`src/sv/mtt_pkg.sv`:
```
package mtt_pkg;

  // Width of the internal line, column and byte counters
  localparam int unsigned POS_W = 32;
  // Width of every reported position field
  localparam int unsigned OUT_W = 32;

  localparam int unsigned TAB_W = 5;
  localparam logic [TAB_W-1:0] TAB_RESET = 5'd4;

  // Register map (index = byte address / 4)
  localparam logic REG_TAB_WIDTH = 1'b0;

  // Input kinds
  localparam logic KIND_CHAR = 1'b0;
  localparam logic KIND_EOS  = 1'b1;

  // Character roles
  localparam logic [2:0] ROLE_MARKUP  = 3'd0;
  localparam logic [2:0] ROLE_NAME    = 3'd1;
  localparam logic [2:0] ROLE_ATTR    = 3'd2;
  localparam logic [2:0] ROLE_TEXT    = 3'd3;
  localparam logic [2:0] ROLE_COMMENT = 3'd4;

  // Token kinds
  localparam logic [1:0] TOK_ELEMENT = 2'd0;
  localparam logic [1:0] TOK_COMMENT = 2'd1;
  localparam logic [1:0] TOK_TEXT    = 2'd2;

  // Characters
  localparam logic [7:0] CH_LT    = 8'h3C;
  localparam logic [7:0] CH_GT    = 8'h3E;
  localparam logic [7:0] CH_SPACE = 8'h20;
  localparam logic [7:0] CH_TAB   = 8'h09;
  localparam logic [7:0] CH_CR    = 8'h0D;
  localparam logic [7:0] CH_LF    = 8'h0A;
  localparam logic [7:0] CH_DASH  = 8'h2D;
  localparam logic [7:0] CH_UP_A  = 8'h41;
  localparam logic [7:0] CH_UP_Z  = 8'h5A;
  localparam logic [7:0] CASE_OFS = 8'h20;

  // "!-" name prefix that opens a comment on the next dash, "--" comment closer
  localparam logic [15:0] PREFIX_BANG_DASH = 16'h212D;
  localparam logic [15:0] TAIL_DASH_DASH   = 16'h2D2D;

  // One result transaction
  typedef struct packed {
    logic [7:0]       char_out;
    logic [2:0]       char_role;
    logic             tag_done;
    logic [1:0]       tag_kind;
    logic [OUT_W-1:0] start_line;
    logic [OUT_W-1:0] open_column;
    logic [OUT_W-1:0] open_position;
    logic [OUT_W-1:0] end_line;
    logic [OUT_W-1:0] close_column;
    logic [OUT_W-1:0] close_position;
  } res_t;

  // Saturating add of a small increment to a counter
  function automatic logic [POS_W-1:0] sat_add(input logic [POS_W-1:0] a,
                                               input logic [TAB_W-1:0] b);
    logic [POS_W:0] s;
    s = {1'b0, a} + (POS_W+1)'(b);
    return s[POS_W] ? {POS_W{1'b1}} : s[POS_W-1:0];
  endfunction

  // Counter value clamped to the reported field width
  function automatic logic [OUT_W-1:0] sat_out(input logic [POS_W-1:0] v);
    logic [63:0] w;
    w = 64'(v);
    return (w > 64'(32'hFFFF_FFFF)) ? {OUT_W{1'b1}} : w[OUT_W-1:0];
  endfunction

  // Decrement that stops at zero
  function automatic logic [POS_W-1:0] dec_floor(input logic [POS_W-1:0] v);
    return (v == '0) ? '0 : v - POS_W'(1);
  endfunction

endpackage

```
`src/sv/mtt_core.sv`:
```
// Tokenizer state and per-byte classification; result is combinational
module mtt_core (
  input  logic                       clk_i,
  input  logic                       rst_ni,
  input  logic                       accept_i,
  input  logic                       kind_i,
  input  logic [7:0]                 char_i,
  input  logic [mtt_pkg::TAB_W-1:0]  tab_width_i,
  output mtt_pkg::res_t              res_o
);

  typedef enum logic [2:0] {
    M_IDLE    = 3'd0,
    M_NAME    = 3'd1,
    M_ARGS    = 3'd2,
    M_DATA    = 3'd3,
    M_COMMENT = 3'd4
  } mode_e;

  mode_e                     mode_q, mode_d;
  logic [mtt_pkg::POS_W-1:0] line_q, line_d, col_q, col_d, byte_q, byte_d;
  logic [mtt_pkg::POS_W-1:0] oline_q, oline_d, ocol_q, ocol_d, opos_q, opos_d;
  logic [1:0]                nlen_q, nlen_d, clen_q, clen_d;
  logic [15:0]               nprefix_q, nprefix_d, ctail_q, ctail_d;

  logic [mtt_pkg::POS_W-1:0] line_n, col_n, byte_n;
  logic [mtt_pkg::POS_W-1:0] cl_line, cl_col, cl_byte;
  logic                      is_eos;

  // Position counters after this byte
  always_comb begin
    byte_n = mtt_pkg::sat_add(byte_q, mtt_pkg::TAB_W'(1));
    line_n = line_q;
    if (char_i == mtt_pkg::CH_TAB) begin
      col_n = mtt_pkg::sat_add(col_q, tab_width_i);
    end else if (char_i == mtt_pkg::CH_CR) begin
      col_n = '0;
    end else begin
      col_n = mtt_pkg::sat_add(col_q, mtt_pkg::TAB_W'(1));
    end
    if (char_i == mtt_pkg::CH_LF) begin
      col_n  = '0;
      line_n = mtt_pkg::sat_add(line_q, mtt_pkg::TAB_W'(1));
    end
  end

  // Close positions: end of stream reports the counters as they stand
  assign is_eos  = (kind_i == mtt_pkg::KIND_EOS);
  assign cl_line = is_eos ? line_q : line_n;
  assign cl_col  = is_eos ? col_q  : col_n;
  assign cl_byte = is_eos ? byte_q : byte_n;

  // Mode transitions and result
  always_comb begin
    logic emit;
    logic save;
    emit      = 1'b0;
    save      = 1'b0;
    mode_d    = mode_q;
    line_d    = line_q;
    col_d     = col_q;
    byte_d    = byte_q;
    oline_d   = oline_q;
    ocol_d    = ocol_q;
    opos_d    = opos_q;
    nlen_d    = nlen_q;
    nprefix_d = nprefix_q;
    clen_d    = clen_q;
    ctail_d   = ctail_q;
    res_o     = '0;
    res_o.char_out = char_i;

    if (accept_i) begin
      if (is_eos) begin
        // flush a pending text run, then restart the stream
        res_o.char_out = '0;
        if (mode_q == M_DATA) begin
          emit = 1'b1;
          res_o.tag_kind = mtt_pkg::TOK_TEXT;
        end
        mode_d    = M_IDLE;
        line_d    = '0;
        col_d     = '0;
        byte_d    = '0;
        oline_d   = '0;
        ocol_d    = '0;
        opos_d    = '0;
        nlen_d    = '0;
        nprefix_d = '0;
        clen_d    = '0;
        ctail_d   = '0;
      end else begin
        line_d = line_n;
        col_d  = col_n;
        byte_d = byte_n;
        unique case (mode_q)
          M_IDLE: begin
            save = 1'b1;
            if (char_i == mtt_pkg::CH_LT) begin
              nlen_d    = '0;
              nprefix_d = '0;
              mode_d    = M_NAME;
            end else begin
              res_o.char_role = mtt_pkg::ROLE_TEXT;
              mode_d          = M_DATA;
            end
          end
          M_NAME: begin
            if (char_i == mtt_pkg::CH_GT) begin
              emit           = 1'b1;
              res_o.tag_kind = mtt_pkg::TOK_ELEMENT;
              mode_d         = M_IDLE;
            end else if (char_i == mtt_pkg::CH_SPACE) begin
              mode_d = M_ARGS;
            end else begin
              res_o.char_role = mtt_pkg::ROLE_NAME;
              if (char_i >= mtt_pkg::CH_UP_A && char_i <= mtt_pkg::CH_UP_Z) begin
                res_o.char_out = char_i + mtt_pkg::CASE_OFS;
              end
              // third name byte completing "!--" opens a comment
              if (nlen_q == 2'd2 && nprefix_q == mtt_pkg::PREFIX_BANG_DASH &&
                  char_i == mtt_pkg::CH_DASH) begin
                ctail_d = '0;
                clen_d  = '0;
                mode_d  = M_COMMENT;
              end else if (nlen_q < 2'd2) begin
                nprefix_d = {nprefix_q[7:0], char_i};
              end
              if (nlen_q != 2'd3) begin
                nlen_d = nlen_q + 2'd1;
              end
            end
          end
          M_ARGS: begin
            if (char_i == mtt_pkg::CH_GT) begin
              emit           = 1'b1;
              res_o.tag_kind = mtt_pkg::TOK_ELEMENT;
              mode_d         = M_IDLE;
            end else begin
              res_o.char_role = mtt_pkg::ROLE_ATTR;
            end
          end
          M_DATA: begin
            if (char_i == mtt_pkg::CH_LT) begin
              emit           = 1'b1;
              res_o.tag_kind = mtt_pkg::TOK_TEXT;
              save           = 1'b1;
              nlen_d         = '0;
              nprefix_d      = '0;
              mode_d         = M_NAME;
            end else begin
              res_o.char_role = mtt_pkg::ROLE_TEXT;
            end
          end
          M_COMMENT: begin
            if (char_i == mtt_pkg::CH_GT && clen_q == 2'd2 &&
                ctail_q == mtt_pkg::TAIL_DASH_DASH) begin
              emit           = 1'b1;
              res_o.tag_kind = mtt_pkg::TOK_COMMENT;
              mode_d         = M_IDLE;
            end else begin
              res_o.char_role = mtt_pkg::ROLE_COMMENT;
              ctail_d         = {ctail_q[7:0], char_i};
              if (clen_q != 2'd2) begin
                clen_d = clen_q + 2'd1;
              end
            end
          end
          default: begin
            mode_d = M_IDLE;
          end
        endcase
      end
    end

    // record uses the open position held before this byte
    if (emit) begin
      res_o.tag_done       = 1'b1;
      res_o.start_line     = mtt_pkg::sat_out(oline_q);
      res_o.open_column    = mtt_pkg::sat_out(ocol_q);
      res_o.open_position  = mtt_pkg::sat_out(opos_q);
      res_o.end_line       = mtt_pkg::sat_out(cl_line);
      res_o.close_column   = mtt_pkg::sat_out(mtt_pkg::dec_floor(cl_col));
      res_o.close_position = mtt_pkg::sat_out(mtt_pkg::dec_floor(cl_byte));
    end
    if (save) begin
      oline_d = mtt_pkg::sat_add(line_n, mtt_pkg::TAB_W'(1));
      ocol_d  = col_n;
      opos_d  = byte_n;
    end
  end

  // State registers
  always_ff @(posedge clk_i or negedge rst_ni) begin
    if (!rst_ni) begin
      mode_q    <= M_IDLE;
      line_q    <= '0;
      col_q     <= '0;
      byte_q    <= '0;
      oline_q   <= '0;
      ocol_q    <= '0;
      opos_q    <= '0;
      nlen_q    <= '0;
      nprefix_q <= '0;
      clen_q    <= '0;
      ctail_q   <= '0;
    end else begin
      mode_q    <= mode_d;
      line_q    <= line_d;
      col_q     <= col_d;
      byte_q    <= byte_d;
      oline_q   <= oline_d;
      ocol_q    <= ocol_d;
      opos_q    <= opos_d;
      nlen_q    <= nlen_d;
      nprefix_q <= nprefix_d;
      clen_q    <= clen_d;
      ctail_q   <= ctail_d;
    end
  end

endmodule

```
`src/sv/mtt_skid.sv`:
```
// Output register plus skid stage; upstream ready is registered
module mtt_skid (
  input  logic          clk_i,
  input  logic          rst_ni,
  input  logic          in_valid_i,
  output logic          in_ready_o,
  input  mtt_pkg::res_t in_data_i,
  output logic          out_valid_o,
  input  logic          out_ready_i,
  output mtt_pkg::res_t out_data_o
);

  logic          out_valid_q, skid_valid_q;
  mtt_pkg::res_t out_data_q, skid_data_q;
  logic          out_free;

  assign in_ready_o  = !skid_valid_q;
  assign out_valid_o = out_valid_q;
  assign out_data_o  = out_data_q;
  assign out_free    = !out_valid_q || out_ready_i;

  // Valid flags
  always_ff @(posedge clk_i or negedge rst_ni) begin
    if (!rst_ni) begin
      out_valid_q  <= 1'b0;
      skid_valid_q <= 1'b0;
    end else if (out_free) begin
      out_valid_q  <= skid_valid_q || in_valid_i;
      skid_valid_q <= 1'b0;
    end else if (in_valid_i && !skid_valid_q) begin
      skid_valid_q <= 1'b1;
    end
  end

  // Payload
  always_ff @(posedge clk_i) begin
    if (out_free) begin
      out_data_q <= skid_valid_q ? skid_data_q : in_data_i;
    end else if (in_valid_i && !skid_valid_q) begin
      skid_data_q <= in_data_i;
    end
  end

endmodule

```
`src/sv/markup_tag_tokenizer.sv`:
```
// A result is registered in the output stage, or in the skid entry under stall.
// One byte per cycle while s_axis_tready is high; tokenizer state updates on accept.
// A two-entry output stage (register plus skid) keeps s_axis_tready registered.
// Reset: asynchronous, active low; clears mode, counters, open positions, output
// valids, and sets tab_width to 4. An end-of-stream item clears mode, counters
// and open positions, but not the output valids or tab_width.
module markup_tag_tokenizer (
  input  logic        clk_i,
  input  logic        rst_ni,
  // input stream
  input  logic        s_axis_tvalid,
  output logic        s_axis_tready,
  input  logic [7:0]  s_axis_tdata,   // [7:0] char_in
  input  logic        s_axis_tuser,   // [0] kind
  // result stream
  output logic        m_axis_tvalid,
  input  logic        m_axis_tready,
  // [7:0] char_out, [39:8] start_line, [71:40] open_column, [103:72] open_position,
  // [135:104] end_line, [167:136] close_column, [199:168] close_position
  output logic [199:0] m_axis_tdata,
  // [2:0] char_role, [3] tag_done, [5:4] tag_kind
  output logic [5:0]  m_axis_tuser,
  // configuration
  input  logic        psel,
  input  logic        penable,
  input  logic        pwrite,
  input  logic [2:0]  paddr,
  input  logic [31:0] pwdata,
  output logic [31:0] prdata,
  output logic        pready
);

  logic [mtt_pkg::TAB_W-1:0] tab_width_q;
  logic                      in_accept;
  mtt_pkg::res_t             res, res_out;

  // Configuration register
  assign pready = 1'b1;
  always_ff @(posedge clk_i or negedge rst_ni) begin
    if (!rst_ni) begin
      tab_width_q <= mtt_pkg::TAB_RESET;
    end else if (psel && penable && pwrite && pready &&
                 paddr[2] == mtt_pkg::REG_TAB_WIDTH) begin
      tab_width_q <= pwdata[mtt_pkg::TAB_W-1:0];
    end
  end
  assign prdata = (paddr[2] == mtt_pkg::REG_TAB_WIDTH) ? 32'(tab_width_q) : '0;

  assign in_accept = s_axis_tvalid && s_axis_tready;

  mtt_core u_core (
    .clk_i       (clk_i),
    .rst_ni      (rst_ni),
    .accept_i    (in_accept),
    .kind_i      (s_axis_tuser),
    .char_i      (s_axis_tdata),
    .tab_width_i (tab_width_q),
    .res_o       (res)
  );

  mtt_skid u_skid (
    .clk_i       (clk_i),
    .rst_ni      (rst_ni),
    .in_valid_i  (s_axis_tvalid),
    .in_ready_o  (s_axis_tready),
    .in_data_i   (res),
    .out_valid_o (m_axis_tvalid),
    .out_ready_i (m_axis_tready),
    .out_data_o  (res_out)
  );

  // Pack result fields
  assign m_axis_tdata = {res_out.close_position, res_out.close_column, res_out.end_line,
                         res_out.open_position, res_out.open_column, res_out.start_line,
                         res_out.char_out};
  assign m_axis_tuser = {res_out.tag_kind, res_out.tag_done, res_out.char_role};

  // Input stalls only while a result is held on the master side
  a_stall_has_result: assert property (@(posedge clk_i) disable iff (!rst_ni)
    !s_axis_tready |-> m_axis_tvalid)
    else $error("input stalled with no pending result");

  // After every accepted transaction, m_axis_tvalid is high on the next cycle
  a_result_follows: assert property (@(posedge clk_i) disable iff (!rst_ni)
    in_accept |=> m_axis_tvalid)
    else $error("accepted transaction produced no result");

  // Without a record, kind and positions are zero
  a_no_record_zero: assert property (@(posedge clk_i) disable iff (!rst_ni)
    (m_axis_tvalid && !m_axis_tuser[3]) |-> (m_axis_tdata[199:8] == '0 &&
                                              m_axis_tuser[5:4] == 2'd0))
    else $error("record fields set without tag_done");

  // Name characters leave lowercased
  a_name_lower: assert property (@(posedge clk_i) disable iff (!rst_ni)
    (m_axis_tvalid && m_axis_tuser[2:0] == mtt_pkg::ROLE_NAME) |->
      !(m_axis_tdata[7:0] >= mtt_pkg::CH_UP_A && m_axis_tdata[7:0] <= mtt_pkg::CH_UP_Z))
    else $error("uppercase name character on output");

endmodule

```
`config.mk`:
```
export PLATFORM = sky130hd
export DESIGN_NAME = markup_tag_tokenizer
export DESIGN_NICKNAME = d
export VERILOG_FILES = /design/src/sv/mtt_pkg.sv /design/src/sv/mtt_core.sv /design/src/sv/mtt_skid.sv /design/src/sv/markup_tag_tokenizer.sv
export SDC_FILE = /design/constraint.sdc
export NUM_CORES = 1
export LEC_CHECK = 0
export BUFFER_PORTS_ARGS = -buffer_cell sky130_fd_sc_hd__buf_2
export CAP_MARGIN = 30
export CORE_UTILIZATION = 30
export CTS_CLUSTER_DIAMETER = 150
export DETAILED_ROUTE_END_ITERATION = 8
export PLACE_DENSITY = 0.53
export SETUP_SLACK_MARGIN = 0.3
export SYNTH_ARGS = -nofsm -noshare
export SYNTH_HDL_FRONTEND = slang
export SYNTH_HIERARCHICAL = 1
export SYNTH_SLANG_ARGS = --single-unit
export TNS_END_PERCENT = 1
```
`constraint.sdc`:
```
create_clock -name clk_i -period 30.2 [get_ports clk_i]
set_input_delay 3.02 -clock clk_i [delete_from_list [all_inputs] [get_ports clk_i]]
set_output_delay 3.02 -clock clk_i [all_outputs]
set_load 0.01 [all_outputs]
```
== Word level (Yosys, flattened, before mapping) ==
Cells that the tools add are included.

* Equal/unequal tests: 30
* Reduce and logical (&&, ||, !) cells: 30
* $lt $le $gt $ge: 3
* Bitwise gates (word level): 2
* Multiplexer cells: 90
* $add $sub $neg: 10

{| class="wikitable"
|+ Operators with widths
! operator !! number
|-
| $mux 32 || 22
|-
| $mux 206 || 1
|-
| $mux 192 || 1
|-
| $mux 16 || 11
|-
| $add 32x1->33 const B || 4
|-
| $logic_not 32->1 || 2
|-
| $pmux 16 s2 || 2
|-
| $sub 32x1->32 const B || 2
|-
| $mux 2 || 18
|-
| $add 32x5->33 || 1
|-
| $mux 11 || 3
|-
| $eq 16x14->1 const B || 2
|-
| $eq 8x6->1 const B || 4
|-
| $mux 3 || 9
|-
| $eq 8x4->1 const B || 3
|-
| $mux 8 || 3
|-
| $ne 3x2->1 const B || 6
|-
| $ne 3x3->1 const B || 5
|-
| $pmux 3 s5 || 1
|-
| $reduce_and 7->1 || 2
|-
| $mux 1 || 12
|-
| $pmux 2 s2 || 3
|-
| $pmux 3 s4 || 1
|-
| $reduce_and 6->1 || 2
|-
| 25 further kinds || 45
|}

* Bits in registers: 650
* Input port bits: 51
* Word-level logic and storage cells: 199

== Longest topological paths before layout ==
* Word-level depth: 10
* Mapped depth: 19
* Mapped depth without buffers: 16

== By module ==
Netlist, hierarchy kept.

{| class="wikitable"
|+ Modules (own cells, without submodules)
! module !! cells each !! area each (µm²) !! seq. area each (µm²) !! times used
|-
| mtt_core || 2547 || 18965.7 || 5780.5 || 1
|-
| mtt_skid || 649 || 15376.0 || 12421.9 || 1
|-
| markup_tag_tokenizer || 47 || 474.2 || 126.4 || 1
|}

== Worst setup path after synthesis ==
Ideal clock, no wire load.

* Path type: input port to flip-flop
* Start point: input port m_axis_tready
* End point: register u_skid/skid_data_q[0] in the netlist's numbering (enable)
* Library setup time: 3566 ps
* Data arrival time: 25202 ps
* Cell stages on the path: 2
* Slack: 1432 ps
* Required time: 26634 ps
* Path through: nand2b_1 > nor3b_1

* Word-level cells in the longest chain between the ends: 3

{| class="wikitable"
|+ Ends and longest elaborated chain
! element !! line !! text
|-
| from (decl) || markup_tag_tokenizer.sv:17 || <nowiki>input logic m_axis_tready,</nowiki>
|-
| $logic_or 1x1->1 || mtt_skid.sv:20 || <nowiki>assign out_free = !out_valid_q || out_ready_i;</nowiki>
|-
| $not 1->1 (no source line) || -- ||
|-
| $reduce_and 2->1 (no source line) || -- ||
|-
| to (signal assigned) || mtt_skid.sv:40 || <nowiki>skid_data_q <= in_data_i;</nowiki>
|-
| to (decl) || mtt_skid.sv:14 || <nowiki>mtt_pkg::res_t out_data_q, skid_data_q;</nowiki>
|}

Every way passes these cells.
A chain may end at the register's enable or synchronous reset.

==> metrics.md <==
| Metric | Value |
|---|---|
| 1st-pass router iterations | `8` |
| RSZ-0062 raised after global routing | `no` |
| CTS Hold Bufs | `0` |
| Max Buffers Root-to-Sink | `3` |
| Ys Warns | `6` |
| IO Count | `292` |
| Mux cell area share after synthesis | `between 9 and 10%` |
| Simple-Gate Fraction of Synth Area | `16.80%` |
| DPL Wire Length | `74760 um` |
| # Post-CTS Setup Buffers | `0` |
| First-pass GRT wire length | `about 160000 um` |
| Critical Path Sink Type | `register` |
| Reg2Reg Depth | `15` |
| GR Overflow Total | `0` |
| Most frequent cells in the layout | `edfxtp_1 (412), nand2_1 (321), nor2_1 (250)` |
| Worst Tran Pin Value | `1.114 ns` |
| H-tree depth | `3` |
| Min Clock Period, post-route | `just under 8 ns` |
| Port Buffers | `234` |
| Fillers | `11.49k` |
| Hold Crit Class | `register to register` |
| CP Data Required Time | `30.58 ns` |
| Peak Freq | `129.8 MHz` |
| Worst-path clk slew | `0.07 ns` |
| Area grow syn2layout | `12.98%` |
| Final core occ | `34.31%` |
| Skew-Pair Late Insertion Delay | `0.64 ns` |
| TritonCTS Buffers | `69` |
| Power per standard cell area | `57.25 nW/um^2` |
| Post-Synth Adder-Cell Area | `0.6684%` |
| LEAKAGE | `~15 nW` |
| Synth Flop Type | `edfxtp_1` |
| # rows | `124` |
| Final GP Congestion | `0.9412` |
| Hold Violations, Final | `0` |
| Failing checks | `DRC` |
| Pin count of the biggest net entering global routing | `89` |
| XOR/XNOR share of the synthesized area | `3.723%` |
| Post-synth EDFFs | `412` |
| DRC | `30` |
| Slew headroom | `24.79%` |
| Synthesized netlist cell count | `3243` |
| Fin. max-slew vios | `0` |
| WL/cell | `about 22 um` |
| Netlist cell types | `roughly 100` |
| Synth Area in Compound Gates | `12.62%` |
| Synth async-reset ratio | `36.62%` |
| Share of cells above drive strength 1 | `19.97%` |
| Die H | `roughly 340 um` |
| Clock sink total | `650` |
| Final Net Count | `3432` |
| R2r startpoint | `u_core/col_q[0]` |
| CTS resizes | `0` |
| Max Clock Skew | `0.02955 ns` |
| Die area | `117400 um^2` |
| CORE AREA | `roughly 110000 um^2` |
| Post-route setup TNS | `0 ns` |
| DRT Wirelength | `106200 um` |
| DR vias/cell | `5.221` |
| Top cells by area, synth | `edfxtp_1 (36%), dfrtp_1 (17%), mux2_4 (4.3%)` |
| Share of the synthesized area in the top cell type | `35.54%` |
| Initial antenna violation count | `4` |
| CP Data Arrival Time | `8.09 ns` |
| Max-Cap Viols | `0` |
| Hold Path Cell Cnt | `2` |
| Status | `complete, but fails checks` |
| Largest area contributor in the netlist | `edfxtp_1` |
| R2R setup slack | `around 24 ns` |
| CP max FO | `32` |
| Critical path class | `input port to register` |
| Largest family of logic cells by synthesized area | `simple AND/OR/NAND/NOR gates` |
| Detailed Route Iter0 Violations | `2316` |
| Initial core utilization | `30.37%` |
| CP Launch Type | `input port` |
| Global Route Usage Sum | `17.67%` |
| Routed Antenna Nets | `0` |
| CTS tree | `built` |
| Hold path start | `u_core/oline_q[26]` |
| R2R Path End | `u_skid/out_data_o[38]` |
| Commonest non-fill, non-tap cell in the layout | `edfxtp_1` |
| Chip width | `around 340 um` |
| Hold path endpoint | `u_core/oline_q[26]` |
| Avg Synthesized Cell Area | `10.74 um^2` |
| Post-synth design cell area | `roughly 35000 um^2` |
| Total number of vias | `about 26k` |
| Root buffer cell | `clkbuf_16` |
| Period Utilization, post-route | `25.51%` |
| Count of final setup violators | `0` |
| #FFs+latches synth | `650` |
| Maximum VDD drop | `0.03382 mV` |
| Seq/Total Area, Yosys | `52.65%` |
| Vias in the first global route | `roughly 24k` |
-- routing by layer --
metal / global-route usage [%] / wire (um) / up-vias
met2: 24.59 / 43820 / 892
met1: 28.03 / 53620 / 12640
met5: 0 / 0 / -
met4: 3.943 / 1629 / 0
met3: 2.881 / 7167 / 111
li1: - / - / 12110
-- worst max path at each step --
stage,from,to,slack [ns],cells past startpoint
2_1_floorplan,m_axis_tready,u_skid/skid_data_q[0],1.43,2
3_3_place_gp,s_axis_tdata[3],u_skid/out_data_o[61],21.96,12
3_5_place_dp,s_axis_tdata[6],u_skid/out_data_o[37],21.91,12
4_1_cts,s_axis_tdata[6],u_skid/out_data_o[37],22.59,12
5_1_grt,s_axis_tdata[0],u_skid/out_data_o[37],22.24,12
6_report,s_axis_tdata[4],u_skid/out_data_o[38],22.49,13
-- registers in the layout, summed over array words and instances, names as in the netlist --
name,count
tab_width_q,5
u_core/byte_q,32
u_core/clen_q,2
u_core/col_q,32
u_core/ctail_q,16
u_core/line_q,32
u_core/mode_q,3
u_core/nlen_q,2
u_core/nprefix_q,16
u_core/ocol_q,32
u_core/oline_q,32
u_core/opos_q,32
u_skid/out_data_o,206
u_skid/out_valid_o,1
u_skid/skid_data_q,206
u_skid/skid_valid_q,1
-- power by group --
| group | internal [W] | switching [W] | total (W) | leakage (nW) |
|---|---|---|---|---|
| logic | 0.000120 | 0.000200 | 0.000321 | 6.57 |
| registers | 0.00104 | 0.0000542 | 0.00109 | 7.33 |
| clock network | 0.000474 | 0.000368 | 0.000842 | 1.08 |
-- kinds of logic after synthesis --
group	Yosys count
multiplexers	249
flip-flops	650
XOR/XNOR	148
other	2
adder cells (fa/ha/maj)	18
AO/OA/AOI/OAI	703
buffers and inverters	322
AND/OR/NAND/NOR	1151
-- synthesized netlist by cell type (31+ instances only) --
cell type,n
edfxtp_1,412
nand2_1,322
nor2_1,251
dfrtp_1,237
a21oi_1,232
o21ai_0,155
clkbuf_1,153
and2_1,133
mux2_2,130
nand3_1,120
mux2_4,100
xnor2_1,94
nor3_1,67
nand4_1,62
xor2_1,54
inv_1,53
a31oi_1,51
buf_2,44
buf_4,34
o31ai_1,31
-- cell type report --
class	instances	area [um^2]	share of cell area (%)
sequential	650	18330	46.61
antenna	1	2.502	0.006362
clock buffer	92	1863	4.736
timing repair buffer	289	1605	4.081
clock inverter	36	346.6	0.8811
multi-input combinational	2297	15080	38.35
inverter	56	210.2	0.5344
tap	1512	1892	4.809
-- worst max-delay path: stages --
cell and delay (ns):
buf_2 0.42, nor4b_1 0.15, and2_1 0.19, buf_4 0.23, a21oi_2 0.82, nand2_1 0.25, a221oi_2 0.58, nor4b_2 0.47
nor4b_4 0.54, and3_1 0.27, a31o_2 0.63, nor2_1 0.18, mux2_2 0.31
-- through the flow --
stage               power (W)  area [um^2]  worst slack, ns  hold slack [ns]  std cells
global route         0.002356        39330            22.24           0.4936       4932
floorplan            0.001325        34910            1.432           0.4304       3269
detailed placement   0.001431        37120            21.91           0.4616       4804
global placement     0.001428        37080            21.96           0.4485       4800
finish               0.002252        39340            22.49           0.4653       4933
CTS                  0.002285        39330            22.59           0.4771       4932
Note: power is estimated with default switching activity, not from simulation.
